==> config.mk <==
export PLATFORM = sky130hd
export DESIGN_NAME = positional_list_engine
export DESIGN_NICKNAME = d
export VERILOG_FILES = /design/src/hw/rtl/ple_pkg.sv /design/src/hw/rtl/positional_list_engine.sv /design/src/hw/rtl/ple_ctrl.sv /design/src/hw/rtl/ple_datapath.sv
export SDC_FILE = /design/constraint.sdc
export NUM_CORES = 2
export LEC_CHECK = 0
export ABC_CLOCK_PERIOD_IN_PS = 18500
export BUFFER_PORTS_ARGS = -buffer_cell sky130_fd_sc_hd__buf_2
export CORE_AREA = 2 2 349 316
export DETAILED_ROUTE_END_ITERATION = 8
export DIE_AREA = 0 0 351 318
export PLACE_DENSITY_LB_ADDON = 0.15
export RECOVER_POWER = 50
export SLEW_MARGIN = 0
export SYNTH_ARGS = -nofsm -noshare
export SYNTH_HDL_FRONTEND = slang
export SYNTH_HIERARCHICAL = 1
export SYNTH_SLANG_ARGS = --single-unit
==> constraint.sdc <==
create_clock -name clk -period 18.5 [get_ports clk]
set_input_delay 0.925 -clock clk [delete_from_list [all_inputs] [get_ports clk]]
set_output_delay 0.925 -clock clk [all_outputs]
set_load 0.01 [all_outputs]
==> src/hw/rtl/ple_pkg.sv <==
// Package for the positional list engine.
// Holds item structs, request and status codes, controller states and the
// command/status structs between controller and datapath. No dependencies.
package ple_pkg;

  typedef enum logic [2:0] {
    REQ_INS_FRONT = 3'd0,
    REQ_INS_BACK  = 3'd1,
    REQ_INS_POS   = 3'd2,
    REQ_DEL_FRONT = 3'd3,
    REQ_DEL_BACK  = 3'd4,
    REQ_DEL_POS   = 3'd5,
    REQ_DUMP      = 3'd6
  } ple_req_t;

  typedef enum logic [1:0] {
    ST_OK     = 2'd0,
    ST_BADPOS = 2'd1,
    ST_FULL   = 2'd2,
    ST_EMPTY  = 2'd3
  } ple_status_t;

  typedef enum logic {
    S_IDLE = 1'b0,
    S_DUMP = 1'b1
  } ple_state_t;

  typedef struct packed {
    logic [2:0]         req_type;
    logic signed [31:0] value;
    logic [4:0]         position;
  } ple_in_t;

  typedef struct packed {
    logic signed [31:0] element;
    logic [4:0]         element_count;
    logic [1:0]         status;
    logic               last;
  } ple_out_t;

  typedef struct packed {
    logic accept;
    logic step;
  } ple_cmd_t;

  typedef struct packed {
    logic dump_go;
    logic dump_last;
  } ple_stat_t;

endpackage

==> src/hw/rtl/positional_list_engine.sv <==
// Top level of the positional list engine: bounded ordered list of signed values.
// Instantiates ple_ctrl and ple_datapath; depends on ple_pkg.
//
//   channel | direction | handshake             | payload
//   in_     | input     | in_valid / in_ready   | ple_in_t  (req_type, value, position)
//   out_    | output    | out_valid / out_ready | ple_out_t (element, element_count,
//           |           |                       |            status, last)
//
// Inserts and deletes are applied directly in the shifting cell chain on accept.
// A dump of N elements is the accept, then one rotation per result.
// Results sit in one output register; a new item is taken when it is empty or draining.
// A stalled output holds the register and stops the dump rotation.
// Synchronous active-low reset empties the list; no clearing pass is needed.
module positional_list_engine #(
  parameter int LIST_DEPTH = 16
) (
  input  logic              clk,
  input  logic              rst_n,
  input  logic              in_valid,
  output logic              in_ready,
  input  ple_pkg::ple_in_t  in_data,
  output logic              out_valid,
  input  logic              out_ready,
  output ple_pkg::ple_out_t out_data
);

  ple_pkg::ple_cmd_t  cmd;
  ple_pkg::ple_stat_t stat;

  ple_ctrl u_ctrl (
    .clk       (clk),
    .rst_n     (rst_n),
    .in_valid  (in_valid),
    .in_ready  (in_ready),
    .out_valid (out_valid),
    .out_ready (out_ready),
    .stat      (stat),
    .cmd       (cmd)
  );

  ple_datapath #(
    .LIST_DEPTH (LIST_DEPTH)
  ) u_datapath (
    .clk      (clk),
    .rst_n    (rst_n),
    .in_data  (in_data),
    .cmd      (cmd),
    .stat     (stat),
    .out_data (out_data)
  );

endmodule

==> src/hw/rtl/ple_ctrl.sv <==
// Controller for the positional list engine.
// Sequences request acceptance, dump steps and the result valid flag.
// Depends on ple_pkg.
module ple_ctrl (
  input  logic                clk,
  input  logic                rst_n,
  input  logic                in_valid,
  output logic                in_ready,
  output logic                out_valid,
  input  logic                out_ready,
  input  ple_pkg::ple_stat_t  stat,
  output ple_pkg::ple_cmd_t   cmd
);

  ple_pkg::ple_state_t state_r, state_nxt;
  logic                out_valid_r, out_valid_nxt;
  logic                out_free;

  assign out_free  = !out_valid_r || out_ready;
  assign out_valid = out_valid_r;

  always_comb begin
    in_ready   = 1'b0;
    cmd.accept = 1'b0;
    cmd.step   = 1'b0;
    unique case (state_r)
      ple_pkg::S_IDLE: begin
        in_ready   = out_free;
        cmd.accept = in_valid && out_free;
      end
      ple_pkg::S_DUMP: begin
        cmd.step = out_free;
      end
      default: begin
        in_ready = 1'b0;
      end
    endcase
  end

  always_comb begin
    state_nxt = state_r;
    unique case (state_r)
      ple_pkg::S_IDLE: begin
        if (cmd.accept && stat.dump_go) state_nxt = ple_pkg::S_DUMP;
      end
      ple_pkg::S_DUMP: begin
        if (cmd.step && stat.dump_last) state_nxt = ple_pkg::S_IDLE;
      end
      default: begin
        state_nxt = ple_pkg::S_IDLE;
      end
    endcase
  end

  always_comb begin
    out_valid_nxt = out_valid_r;
    if ((cmd.accept && !stat.dump_go) || cmd.step) begin
      out_valid_nxt = 1'b1;
    end else if (out_ready) begin
      out_valid_nxt = 1'b0;
    end
  end

  always_ff @(posedge clk) begin
    if (!rst_n) begin
      state_r     <= ple_pkg::S_IDLE;
      out_valid_r <= 1'b0;
    end else begin
      state_r     <= state_nxt;
      out_valid_r <= out_valid_nxt;
    end
  end

endmodule

==> src/hw/rtl/ple_datapath.sv <==
// Datapath for the positional list engine.
// Holds the shifting cell chain, element count, dump index and result register.
// Depends on ple_pkg.
module ple_datapath #(
  parameter int LIST_DEPTH = 16
) (
  input  logic               clk,
  input  logic               rst_n,
  input  ple_pkg::ple_in_t   in_data,
  input  ple_pkg::ple_cmd_t  cmd,
  output ple_pkg::ple_stat_t stat,
  output ple_pkg::ple_out_t  out_data
);

  localparam int CW = $clog2(LIST_DEPTH + 1);
  localparam int IW = $clog2(LIST_DEPTH);
  localparam int EW = ((CW > 5) ? CW : 5) + 1;

  logic [31:0]   cells_r   [LIST_DEPTH];
  logic [31:0]   cells_nxt [LIST_DEPTH];
  logic [CW-1:0] count_r, count_nxt;
  logic [CW-1:0] dix_r, dix_nxt;
  ple_pkg::ple_out_t out_r, out_nxt;

  logic          full, empty;
  logic [EW-1:0] pos_e, cnt_e, pos_m1;
  logic [IW-1:0] idx;
  logic [IW-1:0] tail_idx;
  logic          do_ins, do_del, rotate;
  logic [1:0]    st;
  logic          dump_last;

  assign full     = (count_r == CW'(LIST_DEPTH));
  assign empty    = (count_r == '0);
  assign pos_e    = EW'(in_data.position);
  assign cnt_e    = EW'(count_r);
  assign pos_m1   = pos_e - EW'(1);
  assign tail_idx = IW'(count_r - CW'(1));
  assign dump_last = ((dix_r + CW'(1)) == count_r);
  assign rotate   = cmd.step;

  assign stat.dump_go   = (in_data.req_type == ple_pkg::REQ_DUMP) && !empty;
  assign stat.dump_last = dump_last;

  always_comb begin
    do_ins = 1'b0;
    do_del = 1'b0;
    idx    = '0;
    st     = ple_pkg::ST_OK;
    unique case (in_data.req_type)
      ple_pkg::REQ_INS_FRONT: begin
        if (full) st = ple_pkg::ST_FULL;
        else do_ins = 1'b1;
      end
      ple_pkg::REQ_INS_BACK: begin
        idx = IW'(count_r);
        if (full) st = ple_pkg::ST_FULL;
        else do_ins = 1'b1;
      end
      ple_pkg::REQ_INS_POS: begin
        idx = pos_m1[IW-1:0];
        if (full) st = ple_pkg::ST_FULL;
        else if (pos_e == '0 || pos_e > cnt_e + EW'(1)) st = ple_pkg::ST_BADPOS;
        else do_ins = 1'b1;
      end
      ple_pkg::REQ_DEL_FRONT: begin
        if (empty) st = ple_pkg::ST_EMPTY;
        else do_del = 1'b1;
      end
      ple_pkg::REQ_DEL_BACK: begin
        idx = tail_idx;
        if (empty) st = ple_pkg::ST_EMPTY;
        else do_del = 1'b1;
      end
      ple_pkg::REQ_DEL_POS: begin
        idx = pos_m1[IW-1:0];
        if (empty) st = ple_pkg::ST_EMPTY;
        else if (pos_e == '0 || pos_e > cnt_e) st = ple_pkg::ST_BADPOS;
        else do_del = 1'b1;
      end
      ple_pkg::REQ_DUMP: begin
        st = ple_pkg::ST_EMPTY;
      end
      default: begin
        st = ple_pkg::ST_OK;
      end
    endcase
    if (!cmd.accept) begin
      do_ins = 1'b0;
      do_del = 1'b0;
    end
  end

  for (genvar g = 0; g < LIST_DEPTH; g++) begin : g_cell
    localparam int Prev = (g == 0) ? 0 : g - 1;
    localparam int Next = (g == LIST_DEPTH - 1) ? 0 : g + 1;
    always_comb begin
      cells_nxt[g] = cells_r[g];
      if (do_ins) begin
        if (IW'(g) == idx) cells_nxt[g] = in_data.value;
        else if (IW'(g) > idx) cells_nxt[g] = cells_r[Prev];
      end else if (do_del) begin
        if (IW'(g) >= idx) cells_nxt[g] = cells_r[Next];
      end else if (rotate) begin
        if (IW'(g) == tail_idx) cells_nxt[g] = cells_r[0];
        else cells_nxt[g] = cells_r[Next];
      end
    end
  end

  always_comb begin
    count_nxt = count_r;
    if (do_ins) count_nxt = count_r + CW'(1);
    else if (do_del) count_nxt = count_r - CW'(1);
  end

  always_comb begin
    dix_nxt = dix_r;
    if (cmd.accept) dix_nxt = '0;
    else if (cmd.step) dix_nxt = dix_r + CW'(1);
  end

  always_comb begin
    out_nxt = out_r;
    if (cmd.accept) begin
      out_nxt.element       = '0;
      out_nxt.element_count = 5'(count_nxt);
      out_nxt.status        = st;
      out_nxt.last          = 1'b1;
    end else if (cmd.step) begin
      out_nxt.element       = cells_r[0];
      out_nxt.element_count = 5'(count_r);
      out_nxt.status        = ple_pkg::ST_OK;
      out_nxt.last          = dump_last;
    end
  end

  always_ff @(posedge clk) begin
    if (!rst_n) begin
      count_r <= '0;
      dix_r   <= '0;
    end else begin
      count_r <= count_nxt;
      dix_r   <= dix_nxt;
    end
  end

  always_ff @(posedge clk) begin
    for (int i = 0; i < LIST_DEPTH; i++) begin
      cells_r[i] <= cells_nxt[i];
    end
    out_r <= out_nxt;
  end

  assign out_data = out_r;

endmodule
; Word level (Yosys, flattened, before mapping)
; Memories as Yosys holds them, arrays and structs flattened.
; Index checks and enable logic that the tools add are counted.
[totals]
regBits = 52
mem_bits_rw = 512
in_bits = 44
out_inout_bits = 42
mem_count = 1
[op_classes]
addsub = 5
magnitude_cmp = 33
eq_ne = 37
mux = 140
bitwise = 2
reduce_logical = 23
[mem_list]
columns = memory, depth, width, read_ports, rd_ports_with_merged_regs, wr, line
row1 = u_datapath.cells_r, 16, 32, 16, 0, 16, ple_datapath.sv:19  ; logic [31:0] cells_r [LIST_DEPTH];
[op_table]
columns = cell, count
row1 = 32-bit two-way mux, 110
row2 = 4-bit equality test (first input constant), 15
row3 = 3-bit by 4-bit equality test with 1-bit output (first input constant), 8
row4 = 4-bit >= comparator (first input constant), 8
row5 = 4-bit greater-than comparator (first input constant), 8
row6 = 1-bit two-way mux, 17
row7 = 2-bit by 4-bit equality test with 1-bit output (first input constant), 4
row8 = 3-bit by 4-bit >= comparator with 1-bit output (first input constant), 4
row9 = 3-bit by 4-bit greater-than comparator with 1-bit output (first input constant), 4
row10 = 8-bit two-way mux, 2
row11 = 4-bit one-hot mux with 3 select lines, 1
row12 = 5-bit by 1-bit adder with 5-bit output (second input constant), 2
row13 = 5-bit two-way mux, 2
row14 = 2-bit one-hot mux with 5 select lines, 1
row15 = 3-bit equality test (second input constant), 3
row16 = 1-bit by 4-bit equality test with 1-bit output (first input constant), 2
row17 = 1-bit by 4-bit >= comparator with 1-bit output (first input constant), 2
row18 = 2-bit by 4-bit >= comparator with 1-bit output (first input constant), 2
row19 = 2-bit by 4-bit greater-than comparator with 1-bit output (first input constant), 2
row20 = 4-bit zero test, 2
row21 = 2-bit two-way mux, 4
row22 = 2-bit OR reduction, 4
row23 = 5-bit by 1-bit adder with 6-bit output (second input constant), 1
row24 = 3-bit by 2-bit equality test with 1-bit output (second input constant), 2
row25 = 17 further kinds, 30

; Depth between registers and ports, before layout
[logic_depth]
word_depth = 9
mapped_depth = 14

; By module
; The synthesis kept the hierarchy.
[by_module_without_submodules]
columns = mod, n_inst, cells_per_inst, area_per_inst_um2, seq_area_each_um2
row1 = ple_datapath, 1, 2771, 32090.8, 16445.8
row2 = ple_ctrl, 1, 11, 105.1, 40.0

; Least setup slack after synthesis
; Ideal clock, no wire load.
[synth_path]
kind = input port to flip-flop
from = input out_ready
to = memory u_datapath.cells_r[0][0], enable pin
t_arrival_ps = 5902
required_ps = 17989
path_slack_ps = 12088
cell_stages = 9
n_path_buf = 0
path_cell_list = nand2b_4 > nor2b_2 > and2_1 > inv_1 > a211oi_1 > nand2_1 > o2bb2ai_1 > nor2_1 > o41ai_1
[synth_lines]
columns = element, line
row1 = "start, declared", positional_list_engine.sv:23  ; input logic out_ready,
row2 = "end, declared", ple_datapath.sv:19

==> results.ini <==
[setup_path]
cpMostUsedCell = clkbuf_1
crit_buf_inv = 5
crit_chain = buf_2, nand2b_1, nor2b_1, and2_2, clkbuf_1, inv_1, a211oi_1, nand2_1, a2bb2oi_4, clkbuf_1, clkbuf_1, nor2_1, a221oi_1
reg2reg_depth = 12
cp_top_family = buffers and inverters
cp_slowest_cell = clkbuf_1
critPathArrivalTime_ns = 11.60
cp_max_fo = 101
endpoint_kind = flop
critical_path_class = input port to flop
crit_required_ns = 18.86
start_kind = input port
critical-path-max-stage-delay_ns = 3.14
worstSetupPathDepth = 13

[yosys]
synth_seq_area_share = 0.512
synth_area_um2 = 32200
ys_warn_count = 6
synth-seq-cells = 564
synth.avg_cell_area_um2 = 11.6
syn-instance-count = 2782
synthArstFlopShare = 0
synth_cell_types = 70
syn-num-nets = 2843
synthFlopType = edfxtp_1
synth_edf_count = 519

[global_route]
antenna_found_initial = 3
grt_overflow = 0
grt_pass1_vias = 24486
grtUsageTotal = 0.211
grt_max_degree = 197
grt_pass1_wl_um = 174000

[pwr]
seq_power_share = 0.423
clkPwrFrac = 0.321
p_int_w = 0.00282
ir_drop_mv = 0.0666
power.total_w = 0.00424
switching_share = 0.334
comb_power_share = 0.256
switchingPower_w = 0.00142
power.density_nw_per_um2 = 119
leakage_nw = 12.3

[clocking]
clk_latency_ns = 0.63
ctsResizeCount = 0
clock_sinks = 564
cts_tree = yes
cts_setup_buffers = 0
htreeDepth = 3
cts_hold_repair.buffers = 0
cts_root_buf = clkbuf_16
path_clk_slew_ns = 0.06
numCtsBuffers = 68
cts_max_path_buffers = 3

[final_layout]
area_growth_pct = 11.0
nNetsFinal = 2730
finalNonFillerCells = 4186
fillers = 10750
drive_gt1_frac = 0.108

[sta]
relSlewSlack = -1.84
slew_violations = 777
worstMarginPinSlew_ns = 4.25
finalHoldViolCount = 0
timing.fmax_mhz = 89.0
clock_skew_ns = 0.0192
post-route-min-period_ns = 11.24
rsz0062_at_grt = no
tns_ns = 0
setup_violations = 0
fin_crit_sh = 0.607

[outcome]
violations = capacitance limit, slew limit
outcome = finished, violations left

[place]
dp.cells = 4061
place_congestion = 0.811
io_buffers = 85
dp_hpwl_um = 63100

[route]
dr_wl_met3_um = 8620
drc_errors = 0
routedWlPerCell_um = 29.0
firstDrtPassIters = 6
wl_met2_um = 55100
vias = 25245
viasPerCell = 6.03
drt_iter0_markers = 2540
routed.top_layer = met5
m1WireLength_um = 54400
antenna_left = 0
wl_um = 121000

[die]
start_util = 0.297
io_pins = 86
die_w_um = 351
rows = 115
die_height_um = 318
coreArea_um2 = 108000
dieArea_um2 = 112000

[run]
drv_cap = 22

[min_path]
hold_depth = 2
hold_path_class = flop to flop

## power by group through the flow
stage	combinational [W]	clock (W)	sequential, W
6_report	0.00109	0.00136	0.00180
5_1_grt	0.00116	0.00144	0.00182
4_1_cts	0.00109	0.00140	0.00179
3_5_place_dp	0.00109	0	0.00181
3_3_place_gp	0.00107	0	0.00181
2_1_floorplan	0.000717	0	0.00176
## placed cells by master, fill, tap and decap left out, types with 11 or more instances in the layout
cell	instances
a211oi_1	68
a21oi_1	46
a221oi_1	333
a221oi_2	51
and2_1	34
buf_2	43
buf_4	50
clkbuf_1	71
clkbuf_16	71
clkinv_2	14
dfxtp_1	45
edfxtp_1	519
ha_1	17
inv_1	11
mux2i_1	453
nand2_1	124
nand2b_1	37
nand3_1	11
nor2_1	119
nor3_1	419
nor3_4	16
o221a_1	30
xnor2_1	13
## worst min-delay path, stage by stage, from the launching register on
cell and delay [ns]:
dfxtp_1 0.33, mux2i_1 0.07, nand2_1 0.06
## per-layer routing
layer	GRT usage	up-vias
met3	0.0336	180
met2	0.327	1086
met5	0	-
li1	-	10936
met4	0.0636	2
met1	0.303	13041
## cell usage after synthesis (3+ instances only)
cell | number | area [um2]
buf_1 | 19 | 71.3
and2_1 | 37 | 231
o22ai_1 | 3 | 18.8
buf_2 | 99 | 495
a21oi_1 | 49 | 245
nor2_1 | 119 | 447
nand2b_1 | 36 | 225
nor2b_1 | 3 | 18.8
ha_1 | 17 | 213
xor2_1 | 8 | 70.1
nand4_1 | 5 | 31.3
clkbuf_1 | 202 | 758
nand2_1 | 125 | 469
nand3_1 | 11 | 55.1
a221oi_2 | 57 | 856
dfxtp_1 | 45 | 901
buf_4 | 14 | 105
nor3_4 | 15 | 244
edfxtp_1 | 519 | 15600
nor3b_1 | 5 | 37.5
or3_1 | 3 | 18.8
a211oi_1 | 68 | 510
a31oi_1 | 4 | 25.0
nand4_2 | 7 | 87.6
mux2i_1 | 453 | 4530
a221oi_1 | 327 | 2860
xnor2_1 | 13 | 114
nor3_1 | 420 | 2100
inv_1 | 12 | 45.0
o221a_1 | 30 | 338
o21ai_0 | 11 | 55.1
## cells by family after synthesis
logic type                 count (synthesis)  share of synthesized area
AOI/OAI and AO/OA                        576                      0.160
DFF                                      564                      0.512
and+or+nand+nor                          800                      0.127
buffers and inverters                    349                     0.0464
adders and majority gates                 17                    0.00661
muxes                                    454                      0.141
xor gates and xnor gates                  22                    0.00622
## cell type report
cell class | instances | area [um2] | share of cell area
flip-flops and latches | 564 | 16500 | 0.461
multi-input cells | 1869 | 14300 | 0.401
clock buffers | 92 | 1920 | 0.0536
well taps | 1462 | 1830 | 0.0512
repair buffers | 152 | 861 | 0.0241
clock inverters | 32 | 283 | 0.00791
inverters | 14 | 52.6 | 0.00147
diodes | 1 | 2.50 | 0.0000700
## sequential cells by signal (all words and copies together), names as in the netlist
register and count:
u_datapath/cells_r 512, u_datapath/out_data 40, u_datapath/count_r 5, u_datapath/dix_r 5
u_ctrl/out_valid 1, u_ctrl/state_r 1
## metrics by stage
stage / utilization / hold slack (ns) / setup slack, ns / area, um2
6_report: 0.330 / 0.476 / 7.26 / 35700
5_1_grt: 0.330 / 0.497 / 6.42 / 35700
4_1_cts: 0.332 / 0.473 / 12.23 / 36000
3_5_place_dp: 0.312 / 0.457 / 11.96 / 33800
3_3_place_gp: 0.312 / 0.467 / 11.99 / 33800
2_1_floorplan: - / 0.479 / 12.09 / 32200
## worst paths after layout
path,endpoint,from,slack (ns)
setup reg to reg,u_datapath/cells_r[0][151],u_ctrl/out_valid,7.40
setup / recovery,u_datapath/cells_r[0][151],out_ready,7.26
hold reg to reg,u_datapath/out_data[0],u_datapath/out_data[0],0.48
hold / removal,u_datapath/out_data[0],u_datapath/out_data[0],0.48
Power figures use the tool's default switching activity.
